==> src/page_segment_lru_read_cache_assert.svh <==
// Assertion macros for the segment cache control logic.
// Depends on nothing; included by the top level after its declarations.
`ifndef PAGE_SEGMENT_LRU_READ_CACHE_ASSERT_SVH
`define PAGE_SEGMENT_LRU_READ_CACHE_ASSERT_SVH

// check a consequence in the same cycle
`define PSLRC_ASSERT_NOW(label, clk_s, rstn_s, ante, cons) \
    label: assert property (@(posedge clk_s) disable iff (!rstn_s) (ante) |-> (cons)) \
        else $error("pslrc: same-cycle check failed");

// check a consequence in the next cycle
`define PSLRC_ASSERT_NEXT(label, clk_s, rstn_s, ante, cons) \
    label: assert property (@(posedge clk_s) disable iff (!rstn_s) (ante) |=> (cons)) \
        else $error("pslrc: next-cycle check failed");

`endif

==> src/pslrc_pkg.sv <==
// Shared types and codes of the segment cache control logic.
// Depends on nothing; used by page_segment_lru_read_cache and the bench.
`timescale 1ns / 1ps
`default_nettype none

package pslrc_pkg;

    typedef enum logic [1:0] {
        OUTCOME_HIT    = 2'd0,
        OUTCOME_MISS   = 2'd1,
        OUTCOME_BYPASS = 2'd2
    } outcome_t;

    typedef struct packed {
        logic [30:0] byte_pos;
        logic [15:0] byte_len;
        logic        direct_to_caller;
    } req_t;

    typedef struct packed {
        outcome_t    outcome;
        logic [2:0]  slot;
        logic [10:0] offset;
        logic [30:0] fill_pos;
        logic [10:0] fill_len;
    } rsp_t;

endpackage

`default_nettype wire

==> src/pslrc_order_mem.sv <==
// Recency list memory: slot number at each recency position, registered read.
// Per-entry valid flags make an unwritten position read as its own index.
`timescale 1ns / 1ps
`default_nettype none

module pslrc_order_mem #(
    parameter int NUM_SEGMENTS = 8
) (
    input  wire logic                            clk,
    input  wire logic                            rst_n,
    input  wire logic                            rd_en,
    input  wire logic [$clog2(NUM_SEGMENTS)-1:0] rd_addr,
    output logic      [$clog2(NUM_SEGMENTS)-1:0] rd_data,
    input  wire logic                            wr_en,
    input  wire logic [$clog2(NUM_SEGMENTS)-1:0] wr_addr,
    input  wire logic [$clog2(NUM_SEGMENTS)-1:0] wr_data
);

    localparam int SLOT_W = $clog2(NUM_SEGMENTS);

    logic [SLOT_W-1:0]       mem [NUM_SEGMENTS];
    logic [NUM_SEGMENTS-1:0] valid_reg;
    logic [SLOT_W-1:0]       rd_raw_reg;
    logic [SLOT_W-1:0]       rd_addr_reg;
    logic                    rd_vld_reg;

    always_ff @(posedge clk)
    begin
        if (wr_en)
        begin
            mem[wr_addr] <= wr_data;
        end
        if (rd_en)
        begin
            rd_raw_reg <= mem[rd_addr];
        end
    end

    always_ff @(posedge clk or negedge rst_n)
    begin
        if (!rst_n)
        begin
            valid_reg   <= '0;
            rd_addr_reg <= '0;
            rd_vld_reg  <= 1'b0;
        end
        else
        begin
            if (wr_en)
            begin
                valid_reg[wr_addr] <= 1'b1;
            end
            if (rd_en)
            begin
                rd_addr_reg <= rd_addr;
                rd_vld_reg  <= valid_reg[rd_addr];
            end
        end
    end

    // unwritten position holds the slot of the same number
    assign rd_data = rd_vld_reg ? rd_raw_reg : rd_addr_reg;

endmodule

`default_nettype wire

==> src/page_segment_lru_read_cache.sv <==
// Bypass goes to the result without a walk; a hit ends the walk at its recency position;
// a miss either finds a window too short for the request or walks every entry.
// Flow: one transaction at a time, the next one accepted at the earliest in the cycle
// after the previous result loads; the walk reads one recency entry and one tag
// per cycle through the two registered-read memories. A held result adds its stall.
// Reset: all tags invalid, slot i at recency position i, media_size 0; no sweep.
`timescale 1ns / 1ps
`default_nettype none

module page_segment_lru_read_cache #(
    parameter int NUM_SEGMENTS  = 8,
    parameter int PAGE_BYTES    = 512,
    parameter int SEGMENT_BYTES = 1024
) (
    input  wire logic             clk,
    input  wire logic             rst_n,
    input  wire logic             cfg_valid,
    output logic                  cfg_ready,
    input  wire logic [30:0]      cfg_data,
    input  wire logic             in_valid,
    output logic                  in_ready,
    input  wire pslrc_pkg::req_t  in_data,
    output logic                  out_valid,
    input  wire logic             out_ready,
    output pslrc_pkg::rsp_t       out_data
);

    localparam int          SLOT_W    = $clog2(NUM_SEGMENTS);
    localparam int          CNT_W     = $clog2(NUM_SEGMENTS + 1);
    localparam logic [30:0] PAGE_MASK = 31'(PAGE_BYTES - 1);
    localparam logic [31:0] SEG_SPAN  = 32'(SEGMENT_BYTES);
    localparam logic [15:0] BYP_LIMIT = 16'(SEGMENT_BYTES / 2);
    localparam logic [CNT_W-1:0]  CNT_END  = CNT_W'(NUM_SEGMENTS);
    localparam logic [SLOT_W-1:0] IDX_LAST = SLOT_W'(NUM_SEGMENTS - 1);

    typedef enum logic [1:0] {
        ST_IDLE,
        ST_SEARCH,
        ST_FINISH
    } state_t;

    state_t            state_reg,    state_next;
    pslrc_pkg::req_t   req_reg,      req_next;
    logic [CNT_W-1:0]  rd_cnt_reg,   rd_cnt_next;
    logic              s1_vld_reg,   s1_vld_next;
    logic [SLOT_W-1:0] s1_idx_reg,   s1_idx_next;
    logic              s2_vld_reg,   s2_vld_next;
    logic [SLOT_W-1:0] s2_idx_reg,   s2_idx_next;
    logic [SLOT_W-1:0] s2_slot_reg,  s2_slot_next;
    logic              tag_vld_rd_reg, tag_vld_rd_next;
    logic [SLOT_W-1:0] carry_reg,    carry_next;
    logic              fin_byp_reg,  fin_byp_next;
    logic              fin_hit_reg,  fin_hit_next;
    logic [SLOT_W-1:0] fin_slot_reg, fin_slot_next;
    logic [10:0]       fin_off_reg,  fin_off_next;
    logic              out_valid_reg, out_valid_next;
    pslrc_pkg::rsp_t   out_data_reg, out_data_next;
    logic [NUM_SEGMENTS-1:0] tag_valid_reg, tag_valid_next;
    logic [30:0]       media_size_reg, media_size_next;

    logic [30:0]       tag_mem [NUM_SEGMENTS];
    logic [30:0]       tag_rd_reg;

    logic              issue;
    logic              cmp;
    logic              out_free;
    logic              tag_wr_en;
    logic              ord_wr_en;
    logic [SLOT_W-1:0] ord_wr_addr;
    logic [SLOT_W-1:0] ord_wr_data;
    logic [SLOT_W-1:0] ord_rd_data;
    logic [31:0]       pos_ext;
    logic [31:0]       tag_ext;
    logic [31:0]       seg_end;
    logic [31:0]       req_end;
    logic [31:0]       hit_off;
    logic              in_win;
    logic              fits;
    logic [30:0]       page_pos;
    logic [30:0]       page_off;
    logic [30:0]       remain;
    logic [31:0]       fill_full;
    logic [SLOT_W+2:0] slot_wide;
    pslrc_pkg::rsp_t   result;

    pslrc_order_mem #(
        .NUM_SEGMENTS (NUM_SEGMENTS)
    ) u_order (
        .clk     (clk),
        .rst_n   (rst_n),
        .rd_en   (issue),
        .rd_addr (rd_cnt_reg[SLOT_W-1:0]),
        .rd_data (ord_rd_data),
        .wr_en   (ord_wr_en),
        .wr_addr (ord_wr_addr),
        .wr_data (ord_wr_data)
    );

    always_ff @(posedge clk)
    begin
        if (tag_wr_en)
        begin
            tag_mem[fin_slot_reg] <= page_pos;
        end
        if (s1_vld_reg)
        begin
            tag_rd_reg <= tag_mem[ord_rd_data];
        end
    end

    assign cfg_ready = 1'b1;
    assign in_ready  = (state_reg == ST_IDLE);
    assign out_valid = out_valid_reg;
    assign out_data  = out_data_reg;

    assign issue    = (state_reg == ST_SEARCH) && (rd_cnt_reg != CNT_END);
    assign cmp      = (state_reg == ST_SEARCH) && s2_vld_reg;
    assign out_free = !out_valid_reg || out_ready;

    assign pos_ext = {1'b0, req_reg.byte_pos};
    assign tag_ext = {1'b0, tag_rd_reg};
    assign seg_end = tag_ext + SEG_SPAN;
    assign req_end = pos_ext + {16'b0, req_reg.byte_len};
    assign hit_off = pos_ext - tag_ext;
    assign in_win  = tag_vld_rd_reg && (tag_ext <= pos_ext) && (pos_ext <= seg_end);
    assign fits    = (req_end <= seg_end);

    assign page_pos  = req_reg.byte_pos & ~PAGE_MASK;
    assign page_off  = req_reg.byte_pos & PAGE_MASK;
    assign remain    = (media_size_reg > page_pos) ? (media_size_reg - page_pos) : '0;
    assign fill_full = ({1'b0, remain} < SEG_SPAN) ? {1'b0, remain} : SEG_SPAN;
    assign slot_wide = {3'b000, fin_slot_reg};

    assign tag_wr_en = (state_reg == ST_FINISH) && !fin_byp_reg && !fin_hit_reg;

    // shift each passed entry down one position; finish by writing the front
    always_comb
    begin
        ord_wr_en   = 1'b0;
        ord_wr_addr = s2_idx_reg;
        ord_wr_data = carry_reg;
        if (cmp && (s2_idx_reg != '0))
        begin
            ord_wr_en = 1'b1;
        end
        else if ((state_reg == ST_FINISH) && !fin_byp_reg)
        begin
            ord_wr_en   = 1'b1;
            ord_wr_addr = '0;
            ord_wr_data = fin_slot_reg;
        end
    end

    always_comb
    begin
        result = '0;
        if (fin_byp_reg)
        begin
            result.outcome = pslrc_pkg::OUTCOME_BYPASS;
        end
        else if (fin_hit_reg)
        begin
            result.outcome = pslrc_pkg::OUTCOME_HIT;
            result.slot    = slot_wide[2:0];
            result.offset  = fin_off_reg;
        end
        else
        begin
            result.outcome  = pslrc_pkg::OUTCOME_MISS;
            result.slot     = slot_wide[2:0];
            result.offset   = fin_off_reg;
            result.fill_pos = page_pos;
            result.fill_len = fill_full[10:0];
        end
    end

    always_comb
    begin
        state_next      = state_reg;
        req_next        = req_reg;
        rd_cnt_next     = rd_cnt_reg;
        s1_vld_next     = 1'b0;
        s1_idx_next     = rd_cnt_reg[SLOT_W-1:0];
        s2_vld_next     = 1'b0;
        s2_idx_next     = s1_idx_reg;
        s2_slot_next    = ord_rd_data;
        tag_vld_rd_next = tag_valid_reg[ord_rd_data];
        carry_next      = carry_reg;
        fin_byp_next    = fin_byp_reg;
        fin_hit_next    = fin_hit_reg;
        fin_slot_next   = fin_slot_reg;
        fin_off_next    = fin_off_reg;
        out_valid_next  = out_valid_reg && !out_ready;
        out_data_next   = out_data_reg;
        tag_valid_next  = tag_valid_reg;
        media_size_next = cfg_valid ? cfg_data : media_size_reg;

        case (state_reg)
            ST_IDLE:
            begin
                if (in_valid)
                begin
                    req_next     = in_data;
                    rd_cnt_next  = '0;
                    fin_byp_next = in_data.direct_to_caller || (in_data.byte_len > BYP_LIMIT);
                    state_next   = fin_byp_next ? ST_FINISH : ST_SEARCH;
                end
            end
            ST_SEARCH:
            begin
                s1_vld_next = issue;
                s2_vld_next = s1_vld_reg;
                if (issue)
                begin
                    rd_cnt_next = rd_cnt_reg + 1'b1;
                end
                if (cmp)
                begin
                    if (in_win)
                    begin
                        fin_hit_next  = fits;
                        fin_slot_next = s2_slot_reg;
                        fin_off_next  = fits ? hit_off[10:0] : page_off[10:0];
                        state_next    = ST_FINISH;
                    end
                    else
                    begin
                        carry_next = s2_slot_reg;
                        if (s2_idx_reg == IDX_LAST)
                        begin
                            fin_hit_next  = 1'b0;
                            fin_slot_next = s2_slot_reg;
                            fin_off_next  = page_off[10:0];
                            state_next    = ST_FINISH;
                        end
                    end
                end
                if (state_next != ST_SEARCH)
                begin
                    s1_vld_next = 1'b0;
                    s2_vld_next = 1'b0;
                end
            end
            ST_FINISH:
            begin
                if (tag_wr_en)
                begin
                    tag_valid_next[fin_slot_reg] = 1'b1;
                end
                if (out_free)
                begin
                    out_valid_next = 1'b1;
                    out_data_next  = result;
                    state_next     = ST_IDLE;
                end
            end
            default:
            begin
                state_next = ST_IDLE;
            end
        endcase
    end

    always_ff @(posedge clk or negedge rst_n)
    begin
        if (!rst_n)
        begin
            state_reg      <= ST_IDLE;
            req_reg        <= '0;
            rd_cnt_reg     <= '0;
            s1_vld_reg     <= 1'b0;
            s1_idx_reg     <= '0;
            s2_vld_reg     <= 1'b0;
            s2_idx_reg     <= '0;
            s2_slot_reg    <= '0;
            tag_vld_rd_reg <= 1'b0;
            carry_reg      <= '0;
            fin_byp_reg    <= 1'b0;
            fin_hit_reg    <= 1'b0;
            fin_slot_reg   <= '0;
            fin_off_reg    <= '0;
            out_valid_reg  <= 1'b0;
            out_data_reg   <= '0;
            tag_valid_reg  <= '0;
            media_size_reg <= '0;
        end
        else
        begin
            state_reg      <= state_next;
            req_reg        <= req_next;
            rd_cnt_reg     <= rd_cnt_next;
            s1_vld_reg     <= s1_vld_next;
            s1_idx_reg     <= s1_idx_next;
            s2_vld_reg     <= s2_vld_next;
            s2_idx_reg     <= s2_idx_next;
            s2_slot_reg    <= s2_slot_next;
            tag_vld_rd_reg <= tag_vld_rd_next;
            carry_reg      <= carry_next;
            fin_byp_reg    <= fin_byp_next;
            fin_hit_reg    <= fin_hit_next;
            fin_slot_reg   <= fin_slot_next;
            fin_off_reg    <= fin_off_next;
            out_valid_reg  <= out_valid_next;
            out_data_reg   <= out_data_next;
            tag_valid_reg  <= tag_valid_next;
            media_size_reg <= media_size_next;
        end
    end

`include "page_segment_lru_read_cache_assert.svh"

    `PSLRC_ASSERT_NEXT(a_accept_blocks, clk, rst_n, in_valid && in_ready, !in_ready)
    `PSLRC_ASSERT_NOW(a_walk_only_in_search, clk, rst_n, s2_vld_reg, state_reg == ST_SEARCH)
    `PSLRC_ASSERT_NEXT(a_finish_delivers, clk, rst_n, (state_reg == ST_FINISH) && out_free, out_valid_reg && (state_reg == ST_IDLE))

endmodule

`default_nettype wire

==> config.mk <==
export PLATFORM = sky130hd
export DESIGN_NAME = page_segment_lru_read_cache
export DESIGN_NICKNAME = d
export VERILOG_FILES = /design/src/pslrc_pkg.sv /design/src/pslrc_order_mem.sv /design/src/page_segment_lru_read_cache.sv
export VERILOG_INCLUDE_DIRS = /design/src /design/src/src
export SDC_FILE = /design/constraint.sdc
export NUM_CORES = 1
export LEC_CHECK = 0
export BUFFER_PORTS_ARGS = -buffer_cell sky130_fd_sc_hd__buf_4
export CORE_UTILIZATION = 35
export DETAILED_ROUTE_END_ITERATION = 7
export PLACE_DENSITY = 0.62
export SETUP_SLACK_MARGIN = 0.5
export SLEW_MARGIN = 15
export SYNTH_ARGS = -nofsm -noshare
export SYNTH_HDL_FRONTEND = slang
export SYNTH_SLANG_ARGS = --single-unit
==> constraint.sdc <==
create_clock -name clk -period 7.6 [get_ports clk]
set_input_delay 0 -clock clk [delete_from_list [all_inputs] [get_ports clk]]
set_output_delay 0 -clock clk [all_outputs]
set_load 0.01 [all_outputs]
Word-level counts from Yosys, hierarchy flattened
Memories as Yosys holds them, arrays and structs flattened. A register that Yosys moved wholly into a read port is not among the register bits.
Index checks and enable logic that the tools add are counted.

storage, ports and cells
  memories = 2
  RAM bits = 200
  register bits after elaboration = 225

memories
  memory       words  width  rd ports  clocked after memory_dff  write ports  line                               text
  tag_mem      8      22     1         1                         1            page_segment_lru_read_cache.sv:61  logic [30:0] tag_mem [NUM_SEGMENTS];
  u_order.mem  8      3      1         1                         1            pslrc_order_mem.sv:21              logic [SLOT_W-1:0] mem [NUM_SEGMENTS];

operators by class
  $add $sub $neg = 5
  bitwise logic cells = 3
  equality and inequality tests = 8
  multiplexer cells = 49
  reduce and logical (&&, ||, !) cells = 27
  $lt $le $gt $ge = 12

operator list
  cell                                                                    number
  56-bit two-way mux                                                      1
  11-bit two-way mux                                                      4
  42-bit two-way mux                                                      1
  31-bit by 11-bit adder with 32-bit output, second input constant        1
  31-bit by 16-bit adder with 32-bit output                               1
  31-bit by 32-bit <= comparator with 1-bit output                        1
  32-bit <= comparator                                                    1
  31-bit > comparator                                                     1
  31-bit <= comparator                                                    1
  31-bit by 11-bit < comparator with 1-bit output, second input constant  1
  31-bit two-way mux                                                      1
  31-bit subtractor                                                       1
  3-bit two-way mux                                                       7
  1-bit two-way mux                                                       18
  16-bit by 10-bit > comparator with 1-bit output, second input constant  1
  3-bit by 4-bit < comparator with 1-bit output, second input constant    4
  2-bit two-way mux                                                       8
  8-bit bitwise OR                                                        2
  15-bit two-way mux                                                      1
  11-bit subtractor                                                       1
  1-bit logical AND                                                       10
  3-bit AND reduction                                                     3
  4-bit two-way mux                                                       2
  4-bit one-hot mux with 2 select lines                                   1
  18 further kinds                                                        31

Longest topological paths before layout
  depth after elaboration = 9
  depth in mapped cells = 22
  gate-level depth less buffers = 22

Hierarchy
From an unflattened synthesis, not the netlist that was laid out.

second synthesis, totals
  cells, all modules = 1496
  area total of the unflattened synthesis = 19776.5 um^2

modules (own cells, without submodules)
  module                       times used  cells each  area each (um^2)
  page_segment_lru_read_cache  1           1408        18202.5
  pslrc_order_mem              1           88          1574.0

Worst setup path before layout
Ideal clock, no wire load.

  path kind = flip-flop to flip-flop
  from = register req_reg, in the netlist page_off[0]
  to = register fin_off_reg[10]
  setup time = 77 ps
  setup slack = 3484 ps
  period minus slack after synthesis = 4116 ps
  stages on the path, launching flop included = 23
  path buffers = 0
  arrival time = 4039 ps
  data required time = 7523 ps
  path through = dfrtp_1 > ha_1 > inv_1 > fa_1 > inv_1 > a21oi_1 > o21bai_1 > a211o_1 > a41oi_1 > o221a_2 > a21oi_1 > nand4_1 > xnor2_1 > ha_1 > nand4_1 > nor2_1 > and3_1 > nand4_1 > a21oi_1 > o221ai_1 > a2111oi_0 > o21ai_1 > o21ai_1

between the ends
  word-level cells in the longest chain between the ends = 5
  elaborated cells between the ends (all ways) = 11
  those cells by class = 2 x add/sub; 3 x order compare; 2 x mux; 4 x reduce/logical

ends and longest elaborated chain
  what                                                                                               line                                text
  from (decl)                                                                                        page_segment_lru_read_cache.sv:43   pslrc_pkg::req_t req_reg, req_next;
  from (signal assigned)                                                                             page_segment_lru_read_cache.sv:290  req_reg <= req_next;
  parallel branches: the longest is 5 deep, another holds 31-bit by 16-bit adder with 32-bit output  -
  to (signal assigned)                                                                               page_segment_lru_read_cache.sv:302  fin_off_reg <= fin_off_next;
  to (decl)                                                                                          page_segment_lru_read_cache.sv:55   logic [10:0] fin_off_reg, fin_off_next;

Several ways; the timed one is not identified.
A chain may end at the register's enable or synchronous reset.

Final worst setup path
  from = register req_reg, in the netlist page_off[0]
  to = register fin_off_reg[9]

The elaborated chain is that of the path after synthesis.

==> key figures <==
Power
  • P_leak: 10.04 nW
  • Pwr Total: 5.902 mW
  • Pwr dens: 244.8 nW/um^2
  • Max VDD drop: 0.2058 mV

Cells and area
  • Finished Core Util: 43.35%
  • Reg area: 11390 um^2
  • Fill count: 5071
  • Final #Nets: 2186
  • Commonest cells after routing, fill and taps aside: 334 x nand2_1, 225 x edfxtp_1, 185 x dfrtp_1
  • Layout cells sized above 1: 16.02%
  • P&R area growth vs syn: 21.37%
  • Most common cell after layout, fill and taps aside: nand2_1
  • Area of the multi-input gates: 8055 um^2
  • Max reg flops: 176
  • Number of inserted diodes: 0

Yosys
  • Ys flop type: edfxtp_1
  • Post-Syn Area per Cell: 11.27 um^2
  • Synth cell types: 68
  • Seq/Total Area, Yosys: 57.31%
  • Ys Warns: 0
  • Syn Std Cell Area: 19870 um^2
  • Yosys top cell area share: 34.01%
  • Synthesized flop and latch total: 410
  • Synth area leader: edfxtp_1
  • Post-synth EDFFs: 225
  • Ys async rst share: 45.12%
  • Cells after Synth: 1763
  • Area contributors post-synth: edfxtp_1 34%, dfrtp_1 23%, ha_1 6.7%, nand2_1 6.3%, nand3_1 3.6%

Detailed routing
  • Drt wl/cell: 19.38 um
  • Vias per inst: 5.193
  • DR iter-0 viols: 803
  • 1st-pass router iterations: 5
  • Final ANT Viol Nets: 0
  • Post-Route WL: 53.71 mm
  • DRC: 0
  • Via count: 14391

Placed design
  • Port Buffers: 134
  • Worst slack at placement: 2508 ps
  • Post-DP HPWL: 35.21 mm
  • GP Congestion: 0.9007

Worst hold path
  • Worst Hold Class: input port to flip-flop

STA
  • Worst Max-Slew Pin Slew: 1054 ps
  • Fin crit period: 5117 ps
  • Post-route setup TNS: 0 ps
  • Final hold slack: 22.41 ps
  • Headroom to the max-slew limit: 29.75%
  • Setup violators final: 0
  • Maximum clock frequency: 0.1954 GHz
  • Final Hold Vio Count: 0
  • RSZ-0062 raised after global routing: false
  • Worst Clk Skew: 14.49 ps
  • Final worst slack: 2483 ps
  • Slew Limit Fails: 0
  • Final Cycle Share: 67.34%

Clocking
  • # H-tree levels: 2
  • CTS clk-pin slew, worst paths: 60 ps
  • CTS Buffer Depth: 3
  • CTS tree: built
  • Sinks on Clock Net: 410
  • Worst skew pair latency: 550 ps
  • Root Driver: clkbuf_16
  • CTS buffer count: 40

Global route
  • Total track usage: 18.72%
  • Largest net degree at the start of global routing: 114
  • GRT overflow: 0
  • Initial antenna violation count: 0
  • First-pass GRT wire length: 83.19 mm
  • Vias in the first global route: 14498

Worst setup path
  • Crit-path max FO: 8
  • Critical path class: flip-flop to flip-flop
  • Crit path launch type: flip-flop
  • CP endpoint kind: flip-flop
  • Crit path DAT: 5580 ps
  • Required @ worst endpoint: 8070 ps

Floorplan
  • Num ports: 145
  • Starting density of the core: 35.71%
  • Core footprint: 55630 um^2
  • Die width: 240.3 um
  • Die Y: 240.3 um
  • # rows: 86
  • Die area: 57720 um^2

Run status
  • Status: finished clean

Flow run
  • Maxcap violations: 0
-- synthesized netlist by cell type, types with 4 or more instances --
library cell,instances
inv_1,51
a22o_1,26
clkbuf_1,45
buf_4,10
nor4_1,8
mux2_4,14
nor2b_1,14
a21o_1,31
o21a_1,8
and2_1,4
nand2b_1,28
a211oi_1,5
or3_1,6
or4_1,4
edfxtp_1,225
o21ai_0,93
nor3_1,19
o21ai_1,19
or2_2,16
a21oi_1,57
mux2_2,57
and4_1,11
buf_2,4
and3_1,12
nand3_1,143
dfrtp_1,185
mux4_2,8
nand4_1,25
a31oi_1,11
buf_1,22
ha_1,107
xor2_1,20
xnor2_1,39
nor2_1,46
nand2_1,334
-- per-layer routing --
layer / up-vias / routed length (um) / GRT usage (%)
met3: 89 / 2368 / 2.239
met2: 395 / 26940 / 33.04
li1: 6777 / - / -
met4: 0 / 1634 / 6.350
met5: - / 0 / 0
met1: 7130 / 22760 / 23.62
-- worst paths after layout --
path | to | cells after the start | from | slack, ps
max in group asynchronous | out_data[33] | 3 | rst_n | 6010
hold reg to reg | s2_idx_reg[0] | 0 | s1_idx_reg[0] | 340
setup / recovery | fin_off_reg[9] | 22 | page_off[0] | 2480
min in group asynchronous | page_off[5] | 2 | rst_n | 100
hold / removal | media_size_reg[5] | 2 | cfg_valid | 20
setup reg to reg | fin_off_reg[9] | 22 | page_off[0] | 2480
-- power breakdown --
| part | total (mW) | internal [mW] | leakage (nW) | switching [mW] |
|---|---|---|---|---|
| Sequential | 2.65 | 2.48 | 4.49 | 0.169 |
| Combinational | 1.28 | 0.556 | 4.92 | 0.719 |
| Clock | 1.97 | 1.13 | 0.627 | 0.841 |
| Total | 5.90 | 4.17 | 10.0 | 1.73 |
-- area by class of cell --
class	instances	share of cell area, %
Clock buffer	59	4.670
Clock inverter	14	0.6745
Inverter	51	0.7990
Multi-Input combinational cell	1227	33.40
Sequential cell	410	47.22
Tap cell	748	3.881
Timing Repair Buffer	262	9.355
-- through the flow --
stage | std cells | instance area (um^2)
6_report | 2771 | 24110
5_1_grt | 2771 | 24110
3_3_place_gp | 2585 | 21690
3_5_place_dp | 2585 | 21690
2_1_floorplan | 1771 | 19900
4_1_cts | 2771 | 24110
-- critical path: stages, from the launching register on --
cell	delay, ps
dfrtp_1	400
ha_1	190
inv_1	50
fa_1	390
inv_1	70
a21oi_1	50
o21bai_1	270
a211o_1	190
a41oi_1	150
o221a_2	330
a21oi_1	570
nand4_1	220
xnor2_1	180
ha_1	310
nand4_1	130
nor2_1	160
and3_1	250
nand4_1	100
a21oi_1	130
o221ai_1	120
a2111oi_0	440
o21ai_1	170
o21ai_1	150
-- what timing repair did --
action	CTS	global route
buffers inserted	0	0
gates resized for setup	0	0
endpoints found under the hold margin	196	0
hold buffers	113	0
-- logic make-up after synthesis --
logic type	count (synthesis)	synth area share [%]
multiplexers	82	5.347
AO/OA/AOI/OAI	283	8.836
buffers and inverters	134	2.821
other	2	0.03780
XOR/XNOR	59	2.601
AND/OR/NAND/NOR	683	16.01
adder cells (fa/ha/maj)	110	7.041
flip-flops	410	57.31
No activity file was read; power rests on OpenSTA's default activity.
